[config.mk]
export PLATFORM = sky130hd
export DESIGN_NAME = input_field_tokenizer_top_flat
export DESIGN_NICKNAME = d
export VERILOG_FILES = /design/src/rtl/core/ift_pkg.sv /design/src/rtl/core/ift_if.sv /design/src/rtl/core/ift_in_stage.sv /design/src/rtl/core/ift_parse.sv /design/src/rtl/core/ift_out_stage.sv /design/src/rtl/core/input_field_tokenizer_top.sv /design/src/flat_wrapper.sv
export VERILOG_INCLUDE_DIRS = /design/src /design/src/rtl/core
export SDC_FILE = /design/constraint.sdc
export NUM_CORES = 1
export LEC_CHECK = 0
export BUFFER_PORTS_ARGS = -buffer_cell sky130_fd_sc_hd__buf_2
export CAP_MARGIN = 5
export CORE_MARGIN = 5
export CORE_UTILIZATION = 50
export CTS_CLUSTER_SIZE = 25
export DETAILED_ROUTE_END_ITERATION = 6
export GPL_TIMING_DRIVEN = 0
export PLACE_DENSITY = 0.75
export SYNTH_ARGS = -nofsm -noshare
export SYNTH_HDL_FRONTEND = slang
export SYNTH_SLANG_ARGS = --single-unit
[constraint.sdc]
create_clock -name clk_i -period 2.55 [get_ports clk_i]
set_clock_uncertainty 0.2 [all_clocks]
set_input_delay 0.51 -clock clk_i [delete_from_list [all_inputs] [get_ports clk_i]]
set_output_delay 0.51 -clock clk_i [all_outputs]
set_load 0.01 [all_outputs]
[src/rtl/core/assert_macros.svh]
// Assertion macros shared by the RTL of the field tokenizer.
// Simulation builds get concurrent assertions; synthesis builds get nothing.
`ifndef ASSERT_MACROS_SVH
`define ASSERT_MACROS_SVH

`ifndef SYNTHESIS

// Implication checked on every clock edge outside reset.
`define ASSERT_PROP(label, clk, rst_n, prop) \
  label: assert property (@(posedge clk) disable iff (!rst_n) (prop)) \
    else $error("assertion failed");

// Condition that must never hold outside reset.
`define ASSERT_NEVER(label, clk, rst_n, cond) \
  label: assert property (@(posedge clk) disable iff (!rst_n) !(cond)) \
    else $error("forbidden condition seen");

`else

`define ASSERT_PROP(label, clk, rst_n, prop)
`define ASSERT_NEVER(label, clk, rst_n, cond)

`endif

`endif

[src/rtl/core/ift_pkg.sv]
// Types and constants of the input field tokenizer.
// Used by the stage modules and the top level.
package ift_pkg;

  localparam logic [7:0] ChSpace = 8'h20;
  localparam logic [7:0] ChQuote = 8'h22;
  localparam logic [7:0] ChComma = 8'h2C;

  typedef enum logic [2:0] {
    MODE_LEAD   = 3'd0,
    MODE_QUOTED = 3'd1,
    MODE_AFTERQ = 3'd2,
    MODE_PLAIN  = 3'd3,
    MODE_REST   = 3'd4
  } ift_mode_e;

  typedef struct packed {
    logic [7:0] char_code;
    logic       line_end;
  } ift_item_t;

  typedef struct packed {
    logic [7:0] value_char;
    logic [7:0] space_run;
    logic       char_valid;
    logic       field_done;
    logic       extra_input;
  } ift_result_t;

  typedef struct packed {
    ift_mode_e  mode;
    logic [7:0] held;
    logic       extra;
  } ift_status_t;

endpackage

[src/rtl/core/ift_if.sv]
// Valid/ready channel interfaces for character words in and result words out.
// No dependencies beyond the language.
interface ift_in_if;
  logic       valid;
  logic       ready;
  logic [7:0] char_code;
  logic       line_end;

  modport source (output valid, output char_code, output line_end, input ready);
  modport sink   (input valid, input char_code, input line_end, output ready);
endinterface

interface ift_out_if;
  logic       valid;
  logic       ready;
  logic [7:0] value_char;
  logic [7:0] space_run;
  logic       char_valid;
  logic       field_done;
  logic       extra_input;

  modport source (output valid, output value_char, output space_run, output char_valid,
                  output field_done, output extra_input, input ready);
  modport sink   (input valid, input value_char, input space_run, input char_valid,
                  input field_done, input extra_input, output ready);
endinterface

[src/rtl/core/ift_in_stage.sv]
// Input register of the tokenizer: captures one character word per cycle while the word it holds can advance.
// Depends on ift_pkg and ift_in_if.
module ift_in_stage (
  input  logic              clk_i,
  input  logic              rst_ni,
  ift_in_if.sink            in_i,
  input  logic              advance_i,
  output logic              valid_o,
  output ift_pkg::ift_item_t item_o
);

  logic               valid_q, valid_d;
  ift_pkg::ift_item_t item_q, item_d;
  logic               take;

  assign in_i.ready = !valid_q || advance_i;
  assign take       = in_i.valid && in_i.ready;

  always_comb begin
    valid_d = valid_q;
    item_d  = item_q;
    if (take) begin
      valid_d          = 1'b1;
      item_d.char_code = in_i.char_code;
      item_d.line_end  = in_i.line_end;
    end else if (advance_i) begin
      valid_d = 1'b0;
    end
  end

  always_ff @(posedge clk_i or negedge rst_ni) begin
    if (!rst_ni) begin
      valid_q <= 1'b0;
    end else begin
      valid_q <= valid_d;
    end
  end

  always_ff @(posedge clk_i) begin
    item_q <= item_d;
  end

  assign valid_o = valid_q;
  assign item_o  = item_q;

endmodule

[src/rtl/core/ift_parse.sv]
// Field parser: mode register, held-space counter and extra-text flag,
// with the per-character decision logic. Depends on ift_pkg.
module ift_parse #(
  parameter int MAX_LINE = 128
) (
  input  logic                 clk_i,
  input  logic                 rst_ni,
  input  logic                 advance_i,
  input  ift_pkg::ift_item_t   item_i,
  output logic                 res_valid_o,
  output ift_pkg::ift_result_t res_o,
  output ift_pkg::ift_status_t status_o
);

  localparam int         CapInt   = (MAX_LINE > 255) ? 255 : MAX_LINE;
  localparam logic [7:0] SpaceCap = 8'(CapInt);

  ift_pkg::ift_mode_e mode_q, mode_d;
  logic [7:0]         held_q, held_d;
  logic               extra_q, extra_d;

  always_comb begin
    mode_d      = mode_q;
    held_d      = held_q;
    extra_d     = extra_q;
    res_valid_o = 1'b0;
    res_o       = '0;
    if (item_i.line_end) begin
      // close the line; trailing held spaces drop here
      res_valid_o       = 1'b1;
      res_o.field_done  = 1'b1;
      res_o.extra_input = extra_q;
      mode_d            = ift_pkg::MODE_LEAD;
      held_d            = '0;
      extra_d           = 1'b0;
    end else begin
      unique case (mode_q)
        ift_pkg::MODE_LEAD: begin
          if (item_i.char_code == ift_pkg::ChQuote) begin
            mode_d = ift_pkg::MODE_QUOTED;
          end else if (item_i.char_code == ift_pkg::ChComma) begin
            mode_d = ift_pkg::MODE_REST;
          end else if (item_i.char_code != ift_pkg::ChSpace) begin
            mode_d           = ift_pkg::MODE_PLAIN;
            res_valid_o      = 1'b1;
            res_o.value_char = item_i.char_code;
            res_o.char_valid = 1'b1;
          end
        end
        ift_pkg::MODE_QUOTED: begin
          if (item_i.char_code == ift_pkg::ChQuote) begin
            mode_d = ift_pkg::MODE_AFTERQ;
          end else begin
            res_valid_o      = 1'b1;
            res_o.value_char = item_i.char_code;
            res_o.char_valid = 1'b1;
          end
        end
        ift_pkg::MODE_AFTERQ: begin
          if (item_i.char_code == ift_pkg::ChComma) begin
            mode_d = ift_pkg::MODE_REST;
          end
        end
        ift_pkg::MODE_PLAIN: begin
          if (item_i.char_code == ift_pkg::ChComma) begin
            held_d = '0;
            mode_d = ift_pkg::MODE_REST;
          end else if (item_i.char_code == ift_pkg::ChSpace) begin
            // saturate; further spaces of the run are lost
            if (held_q < SpaceCap) begin
              held_d = held_q + 8'd1;
            end
          end else begin
            // release held spaces with this character
            res_valid_o      = 1'b1;
            res_o.value_char = item_i.char_code;
            res_o.space_run  = held_q;
            res_o.char_valid = 1'b1;
            held_d           = '0;
          end
        end
        ift_pkg::MODE_REST: begin
          if (item_i.char_code != ift_pkg::ChSpace) begin
            extra_d = 1'b1;
          end
        end
        default: begin
          mode_d  = ift_pkg::MODE_LEAD;
          held_d  = '0;
          extra_d = 1'b0;
        end
      endcase
    end
  end

  always_ff @(posedge clk_i or negedge rst_ni) begin
    if (!rst_ni) begin
      mode_q  <= ift_pkg::MODE_LEAD;
      held_q  <= '0;
      extra_q <= 1'b0;
    end else if (advance_i) begin
      mode_q  <= mode_d;
      held_q  <= held_d;
      extra_q <= extra_d;
    end
  end

  assign status_o.mode  = mode_q;
  assign status_o.held  = held_q;
  assign status_o.extra = extra_q;

endmodule

[src/rtl/core/ift_out_stage.sv]
// Result register of the tokenizer: holds one result word until taken.
// Depends on ift_pkg and ift_out_if.
module ift_out_stage (
  input  logic                 clk_i,
  input  logic                 rst_ni,
  input  logic                 load_i,
  input  ift_pkg::ift_result_t res_i,
  output logic                 free_o,
  ift_out_if.source            out_o
);

  logic                 valid_q, valid_d;
  ift_pkg::ift_result_t res_q, res_d;

  assign free_o = !valid_q || out_o.ready;

  always_comb begin
    valid_d = valid_q;
    res_d   = res_q;
    if (load_i) begin
      valid_d = 1'b1;
      res_d   = res_i;
    end else if (out_o.ready) begin
      valid_d = 1'b0;
    end
  end

  always_ff @(posedge clk_i or negedge rst_ni) begin
    if (!rst_ni) begin
      valid_q <= 1'b0;
    end else begin
      valid_q <= valid_d;
    end
  end

  always_ff @(posedge clk_i) begin
    res_q <= res_d;
  end

  assign out_o.valid       = valid_q;
  assign out_o.value_char  = res_q.value_char;
  assign out_o.space_run   = res_q.space_run;
  assign out_o.char_valid  = res_q.char_valid;
  assign out_o.field_done  = res_q.field_done;
  assign out_o.extra_input = res_q.extra_input;

endmodule

[src/rtl/core/input_field_tokenizer_top.sv]
// Channel    | Dir | Word contents
// -----------+-----+------------------------------------------------------
// in_i       | in  | char_code, line_end
// out_o      | out | value_char, space_run, char_valid, field_done, extra_input
//
// One character word per cycle while out_o is not stalled; a result word passes
// the input register and then the result register before it is presented on out_o.
// Words that produce no result still pass through the input register.
// Reset returns the parser to leading-space mode with no held spaces.
// A stalled output holds the result register, and the input register backs up
// behind it; ready drops only when both registers are full and out_o is stalled.
// Depends on ift_pkg, ift_if, ift_in_stage, ift_parse, ift_out_stage.
`include "assert_macros.svh"

module input_field_tokenizer_top #(
  parameter int MAX_LINE = 128
) (
  input  logic      clk_i,
  input  logic      rst_ni,
  ift_in_if.sink    in_i,
  ift_out_if.source out_o
);

  localparam int         CapInt   = (MAX_LINE > 255) ? 255 : MAX_LINE;
  localparam logic [7:0] SpaceCap = 8'(CapInt);

  logic                 stage_valid;
  ift_pkg::ift_item_t   stage_item;
  logic                 res_valid;
  ift_pkg::ift_result_t res;
  ift_pkg::ift_status_t status;
  logic                 out_free;
  logic                 advance;
  logic                 end_taken;
  logic                 parse_clear;
  logic                 done_clean;
  logic                 run_held;
  logic                 in_plain;

  // advance the held word only when the result register can take its result
  assign advance = stage_valid && out_free;

  ift_in_stage u_in_stage (
    .clk_i     (clk_i),
    .rst_ni    (rst_ni),
    .in_i      (in_i),
    .advance_i (advance),
    .valid_o   (stage_valid),
    .item_o    (stage_item)
  );

  ift_parse #(
    .MAX_LINE (MAX_LINE)
  ) u_parse (
    .clk_i       (clk_i),
    .rst_ni      (rst_ni),
    .advance_i   (advance),
    .item_i      (stage_item),
    .res_valid_o (res_valid),
    .res_o       (res),
    .status_o    (status)
  );

  ift_out_stage u_out_stage (
    .clk_i  (clk_i),
    .rst_ni (rst_ni),
    .load_i (advance && res_valid),
    .res_i  (res),
    .free_o (out_free),
    .out_o  (out_o)
  );

  assign end_taken   = advance && stage_item.line_end;
  assign parse_clear = (status.mode == ift_pkg::MODE_LEAD) && (status.held == 8'd0) &&
                       !status.extra;
  assign done_clean  = !out_o.char_valid && (out_o.space_run == 8'd0) &&
                       (out_o.value_char == 8'd0);
  assign run_held    = res_valid && (res.space_run != 8'd0);
  assign in_plain    = (status.mode == ift_pkg::MODE_PLAIN);

  `ASSERT_PROP(a_line_end_resets, clk_i, rst_ni, end_taken |=> parse_clear)
  `ASSERT_NEVER(a_held_over_cap, clk_i, rst_ni, status.held > SpaceCap)
  `ASSERT_PROP(a_done_word_clean, clk_i, rst_ni, (out_o.valid && out_o.field_done) |-> done_clean)
  `ASSERT_PROP(a_space_only_plain, clk_i, rst_ni, run_held |-> in_plain)

endmodule
[src/flat_wrapper.sv]
// flat-port wrapper written by rule: the top's interface ports become plain ports
module input_field_tokenizer_top_flat 
#(
  parameter int MAX_LINE = 128
)
  (clk_i, rst_ni, in_i_valid, in_i_char_code, in_i_line_end, in_i_ready, out_o_valid, out_o_value_char, out_o_space_run, out_o_char_valid, out_o_field_done, out_o_extra_input, out_o_ready);
  ift_in_if in_i_i ();
  ift_out_if out_o_i ();
  input  logic clk_i;
  input  logic rst_ni;
  input wire logic [$bits(in_i_i.valid)-1:0] in_i_valid;
  input wire logic [$bits(in_i_i.char_code)-1:0] in_i_char_code;
  input wire logic [$bits(in_i_i.line_end)-1:0] in_i_line_end;
  output wire logic [$bits(in_i_i.ready)-1:0] in_i_ready;
  output wire logic [$bits(out_o_i.valid)-1:0] out_o_valid;
  output wire logic [$bits(out_o_i.value_char)-1:0] out_o_value_char;
  output wire logic [$bits(out_o_i.space_run)-1:0] out_o_space_run;
  output wire logic [$bits(out_o_i.char_valid)-1:0] out_o_char_valid;
  output wire logic [$bits(out_o_i.field_done)-1:0] out_o_field_done;
  output wire logic [$bits(out_o_i.extra_input)-1:0] out_o_extra_input;
  input wire logic [$bits(out_o_i.ready)-1:0] out_o_ready;
  assign in_i_i.valid = in_i_valid;
  assign in_i_i.char_code = in_i_char_code;
  assign in_i_i.line_end = in_i_line_end;
  assign in_i_ready = in_i_i.ready;
  assign out_o_valid = out_o_i.valid;
  assign out_o_value_char = out_o_i.value_char;
  assign out_o_space_run = out_o_i.space_run;
  assign out_o_char_valid = out_o_i.char_valid;
  assign out_o_field_done = out_o_i.field_done;
  assign out_o_extra_input = out_o_i.extra_input;
  assign out_o_i.ready = out_o_ready;
  input_field_tokenizer_top #(.MAX_LINE(MAX_LINE)) u_core (.clk_i(clk_i), .rst_ni(rst_ni), .in_i(in_i_i), .out_o(out_o_i));
endmodule
# ---- Yosys cells after proc, flatten, opt, wreduce, memory -nomap -nowiden
# Cells that the tools add are included.
dict set report totals {
  register_bits 42
  inputBits 13
  word_cells 84
  out_inout_bits 21
}
dict set report classes {
  bitwise 1
  muxes 36
  add_sub_neg 1
  reduce_logical 17
  n_eq_ne 16
  order_cmp 1
}
# cell count
set ops {}
lappend ops {{8-bit two-way mux} 8}
lappend ops {{17-bit two-way mux} 2}
lappend ops {{8-bit by 6-bit equality test with 1-bit output, second input constant} 3}
lappend ops {{8-bit case mux with 3 select lines} 1}
lappend ops {{3-bit two-way mux} 6}
lappend ops {{8-bit case mux with 2 select lines} 1}
lappend ops {{1-bit two-way mux} 13}
lappend ops {{3-bit case mux with 4 select lines} 1}
lappend ops {{4-bit OR reduction} 3}
lappend ops {{5-bit != test, second input constant} 2}
lappend ops {{8-bit by 1-bit adder with 8-bit output, second input constant} 1}
lappend ops {{8-bit < comparator, second input constant} 1}
lappend ops {{8-bit by 6-bit != test with 1-bit output, second input constant} 1}
lappend ops {{3-bit by 2-bit equality test with 1-bit output, second input constant} 2}
lappend ops {{2-bit by 1-bit != test with 1-bit output, second input constant} 3}
lappend ops {{3-bit by 2-bit != test with 1-bit output, second input constant} 2}
lappend ops {{1-bit case mux with 3 select lines} 2}
lappend ops {{3-bit AND reduction} 2}
lappend ops {{5-bit AND reduction} 1}
lappend ops {{2-bit nonzero test} 2}
lappend ops {{3-bit by 1-bit equality test with 1-bit output, second input constant} 1}
lappend ops {{3-bit equality test, second input constant} 1}
lappend ops {{1-bit logical AND} 3}
lappend ops {{3-bit logical NOT} 1}
lappend ops {{7 further kinds} 9}

# ---- Depth between registers and ports, before layout
dict set report depth {
  word_depth 8
  depth_mapped 7
  depth_no_buf 5
}

# ---- Modules after synthesis
# From an unflattened synthesis, not the netlist that was laid out.
dict set report hier_totals {
  hier_cells 170
  area_unflattened_um2 2053.2
}
# module area_each_um2 instances cells_per_inst seq_area_each_um2
set modules_own_cells {}
lappend modules_own_cells {ift_parse 1098.6 1 133 300.3}
lappend modules_own_cells {ift_out_stage 618.1 1 22 595.6}
lappend modules_own_cells {ift_in_stage 324.1 1 13 295.3}
lappend modules_own_cells {input_field_tokenizer_top 12.5 1 2 0.0}

# ---- Least setup slack after synthesis
# Ideal clock, no wire load.
dict set report synth_timing {
  path_type {register -> register}
  start {reg u_core.u_in_stage.item_q (netlist bit u_core.u_in_stage.item_o[2])}
  end {reg u_core.u_out_stage.res_q (netlist bit u_core.u_out_stage.out_o.char_valid) (enable)}
  required_time_ps 1974
  path_buffers 0
  path_slack_ps 153
  setup_time_ps 376
  stages_incl_launch_ff 6
  synth_period_minus_slack_ps 2397
  arrival_ps 1821
  path_cell_list {edfxtp_1 or3b_1 a211o_1 or4b_1 nand2_1 o21a_1}
}
dict set report synth_via {
  elab_chain_len 7
  elab_cells_between_ends 13
  cone_classes {eq/ne: 4; mux: 8; reduce/logical: 1}
}
# element line
set synth_rtl {}
lappend synth_rtl {{start, declared} ift_in_stage.sv:13} ;# ift_pkg::ift_item_t item_q, item_d;
lappend synth_rtl {{start signal, assigned} ift_in_stage.sv:40} ;# item_q <= item_d;
lappend synth_rtl {{8-bit by 6-bit != test with 1-bit output} ift_parse.sv:43} ;# end else if (item_i.char_code != ift_pkg::ChSpace) begin
lappend synth_rtl {{1-bit two-way mux} ift_parse.sv:43}
lappend synth_rtl {{1-bit two-way mux} ift_parse.sv:41} ;# end else if (item_i.char_code == ift_pkg::ChComma) begin
lappend synth_rtl {{1-bit two-way mux} ift_parse.sv:39} ;# if (item_i.char_code == ift_pkg::ChQuote) begin
lappend synth_rtl {{1-bit case mux with 3 select lines (*)} ift_parse.sv:37} ;# unique case (mode_q)
lappend synth_rtl {{1-bit two-way mux (*)} ift_parse.sv:28} ;# if (item_i.line_end) begin
lappend synth_rtl {{1-bit logical AND (*)} input_field_tokenizer_top.sv:67} ;# .load_i (advance && res_valid),
lappend synth_rtl {{named net u_core.u_out_stage.load_i} ift_out_stage.sv:6} ;# input logic load_i,
lappend synth_rtl {{end signal, assigned} ift_out_stage.sv:37} ;# res_q <= res_d;
lappend synth_rtl {{end, declared} ift_out_stage.sv:13} ;# ift_pkg::ift_result_t res_q, res_d;
# The timed path passes the listed nets; every way through them passes the cells marked *.
# A chain may end at the register's enable or synchronous reset.

# ---- Worst setup path after layout
dict set report layout_timing {
  start {reg u_core.u_in_stage.item_q (netlist bit u_core.u_in_stage.item_o[2])}
  end {reg u_core.u_out_stage.res_q (netlist bit u_core.u_out_stage.out_o.value_char[5]) (enable)}
}
# Same word-level chain as after synthesis.

==> flow_metrics.env <==
export IMPL_root_buffer="clkbuf_8"
export IMPL_pwr_density_cell_nw_per_um2=936
export IMPL_grt_pass1_vias=1345
export IMPL_crit_arrival_ns=2.14
export IMPL_grt_pass1_wl_um=6390
export IMPL_htree_levels=2
export IMPL_synth_distinct_cells=45
export IMPL_hold_depth=1
export IMPL_grtUsageTotal_pct=15.4
export IMPL_place_hpwl_um=2710
export IMPL_cap_violations=0
export IMPL_drc=0
export IMPL_die_w_um=73.3
export IMPL_clk_latency_ns=0.29
export IMPL_final_common_cell="buf_2"
export IMPL_dr_first_iter_drc_count=102
export IMPL_fin_ws_ns=0.186
export IMPL_startpoint="u_core.u_in_stage.item_o[2]"
export IMPL_tightest_slew_ns=0.637
export IMPL_syn_area_sq_um=2010
export IMPL_cts_buffers=5
export IMPL_crit_type="reg2reg"
export IMPL_ff2ff_setup_slack_ns=0.19
export IMPL_io_pins=34
export IMPL_antenna_cells_inserted=0
export IMPL_clock_sinks=42
export IMPL_viasPerCell=5.44
export IMPL_min_period_ns=2.36
export IMPL_fin_tns_setup_ns=0
export IMPL_yosysWarnings=0
export IMPL_synth_edf_count=28
export IMPL_slew_viol_final=0
export IMPL_layout_common_cells="35 x buf_2, 28 x edfxtp_1, 18 x nor2_1, 17 x and2_1, 15 x nand2_1"
export IMPL_worstPathRequired_ns=2.33
export IMPL_hp_class="in2reg"
export IMPL_gp_congestion=0.867
export IMPL_synth_flop_cell="edfxtp_1"
export IMPL_dieArea_sq_um=5380
export IMPL_antenna_found_initial=0
export IMPL_hp_start="in_i_char_code[3]"
export IMPL_grt_overflow_total=0
export IMPL_pre_cts_ws_ns=-0.211
export IMPL_fmax_mhz=423
export IMPL_synth_nets=192
export IMPL_cts_tree="built"
export IMPL_path_buf_inv=0
export IMPL_seqCellArea_sq_um=1190
export IMPL_io_buffers=33
export IMPL_yosys_register_bits=42
export IMPL_r2r_end="u_core.u_out_stage.out_o.value_char[5]"
export IMPL_crit_chain="or3b_1 > a211o_1 > or4b_1 > nand2_1 > o21a_4"
export IMPL_vias=1469
export IMPL_p_sw_share_pct=30.1
export IMPL_nets=233
export IMPL_clkPwrFrac_pct=28.6
export IMPL_dieHeight_um=73.3
export IMPL_n_fill_cell=322
export IMPL_r2r_start="u_core.u_in_stage.item_o[2]"
export IMPL_slowest_delay_ns=0.51
export IMPL_internal_power_w=0.00157
export IMPL_hold_ws_ns=0.185
export IMPL_setup_violations=0
export IMPL_multi_input_area_sq_um=767
export IMPL_power_leakage_nw=0.989
export IMPL_cts_buffer_depth=2
export IMPL_grt_max_degree=20
export IMPL_hold_viol=0
export IMPL_synthToLayoutAreaGrowth_pct=19.3
export IMPL_first_pass_iters=4
export IMPL_rsz0062_at_grt="false"
export IMPL_maxSlewHeadroom_pct=57.1
export IMPL_period_share_pct=92.7
export IMPL_worst_hold_path_endpoint="u_core.u_in_stage.item_o[4]"
export IMPL_avgSynthCellArea_sq_um=11.3
export IMPL_syn_inst=178
export IMPL_async_reset_ff_share_pct=33.3
export IMPL_ir_worst_vdd_mv=0.433
export IMPL_rr_worst_depth=5
export IMPL_ant_nets=0
export IMPL_path_max_fanout=19
export IMPL_drt_total_wl_um=3800
export IMPL_crit_family="simple AND/OR/NAND/NOR gates"
export IMPL_num_rows=23
export IMPL_wl_per_cell_um=14.1
export IMPL_synth_seq_area_share_pct=59.4
export IMPL_cp_slowest_cell="edfxtp_1"
export IMPL_cts_setup_buffers=0
export IMPL_outcome="complete, no violations"
export IMPL_final_layout_size_suffix_gt1_share_pct=24.1
export IMPL_cp_end_kind="flop"
export IMPL_pwr_share_seq_pct=42.9
export IMPL_power_frac_comb_pct=28.5
export IMPL_path_clk_slew_ns=0.08
export IMPL_core_area_sq_um=3940
export IMPL_startpoint_type="flop"
export IMPL_initial_core_util_pct=50.9
export IMPL_netSwitchingPower_w=0.000673
-- stage by stage --
stage / cell area (sq um) / power [W] / instances / util [%]
after floorplan: 2010 / 0.00140 / 178 / -
after global routing: 2390 / 0.00237 / 270 / 60.7
final: 2390 / 0.00224 / 270 / 60.7
after CTS: 2390 / 0.00225 / 270 / 60.6
after global placement: 2230 / 0.00159 / 261 / 56.6
after detailed placement: 2230 / 0.00160 / 261 / 56.6
-- registers in the layout, summed over array words and instances (netlist names) --
name	count
u_core.u_in_stage.item_o	9
u_core.u_in_stage.valid_o	1
u_core.u_out_stage.out_o.char_valid	1
u_core.u_out_stage.out_o.extra_input	1
u_core.u_out_stage.out_o.field_done	1
u_core.u_out_stage.out_o.space_run	8
u_core.u_out_stage.out_o.valid	1
u_core.u_out_stage.out_o.value_char	8
u_core.u_parse.extra_q	1
u_core.u_parse.held_q	8
u_core.u_parse.mode_q	3
-- worst register-to-register path, cell delays in order (launching register included) --
cell and delay, ns:
edfxtp_1 0.51, or3b_1 0.23, a211o_1 0.15, or4b_1 0.48, nand2_1 0.17, o21a_4 0.31
-- how the worst max path moves through the flow --
stage,end,slack [ns],cells past startpoint
2_1_floorplan,u_core.u_out_stage.out_o.char_valid,0.15,5
3_3_place_gp,u_core.u_out_stage.out_o.space_run[1],-0.19,5
3_5_place_dp,u_core.u_out_stage.out_o.space_run[0],-0.21,5
4_1_cts,u_core.u_out_stage.out_o.space_run[1],0.05,5
5_1_grt,u_core.u_out_stage.out_o.value_char[3],0.07,5
6_report,u_core.u_out_stage.out_o.value_char[5],0.19,5
-- layout make-up --
class                   instances  share of cell area, %
clock buffers                   6                   3.45
clock inverters                 2                   2.51
plain buffers                   5                   1.20
inverters                       7                   1.10
well taps                      50                   2.61
flip-flops and latches         42                   49.8
multi-input cells             124                   32.0
repair buffers                 34                   7.32
-- timing repair --
| action | in CTS | in global routing |
|---|---|---|
| hold buffers | 1 | 0 |
| setup endpoints to repair | 19 | 19 |
| hold endpoints to repair | 14 | 0 |
| cloned | 0 | 0 |
| gates resized for setup | 1 | 1 |
| pin swaps | 0 | 0 |
-- power groups by stage --
| stage | Combinational (W) | Clock, W | Sequential (W) |
|---|---|---|---|
| after floorplan | 0.000379 | 0 | 0.00102 |
| after global placement | 0.000618 | 0 | 0.000976 |
| after detailed placement | 0.000624 | 0 | 0.000980 |
| after CTS | 0.000630 | 0.000656 | 0.000964 |
| after global routing | 0.000707 | 0.000684 | 0.000979 |
| final | 0.000639 | 0.000640 | 0.000961 |
-- routing by layer --
layer	GRT usage, %	routed length, um
met2	22.7	1750
met1	21.9	1710
met5	0	0
met4	5.03	48
met3	4.65	288
-- logic make-up after synthesis --
family / after synthesis / synth area share (%)
AOI/OAI and AO/OA: 36 / 12.7
xor gates and xnor gates: 1 / 0.437
adders and majority gates: 1 / 0.624
buffers and inverters: 12 / 2.74
DFF: 42 / 59.4
and+or+nand+nor: 86 / 24.1
-- synthesized netlist by cell type (2+ instances only) --
cell,n,area share [%]
edfxtp_1,28,42
nor2_1,18,3.4
and2_1,17,5.3
nand2_1,15,2.8
dfrtp_1,14,17
o21ai_0,10,2.5
nand3_1,9,2.2
inv_1,7,1.3
o31ai_1,7,2.6
and3_1,4,1.2
nand2b_1,3,0.94
o21a_1,3,1.1
a211o_1,2,0.87
a21oi_1,2,0.50
buf_2,2,0.50
buf_4,2,0.75
nand4_1,2,0.62
nor2b_1,2,0.62
nor4b_1,2,0.87
o21ai_1,2,0.50
o31a_1,2,0.87
or2_2,2,0.62
No activity file was read; power rests on OpenSTA's default activity.
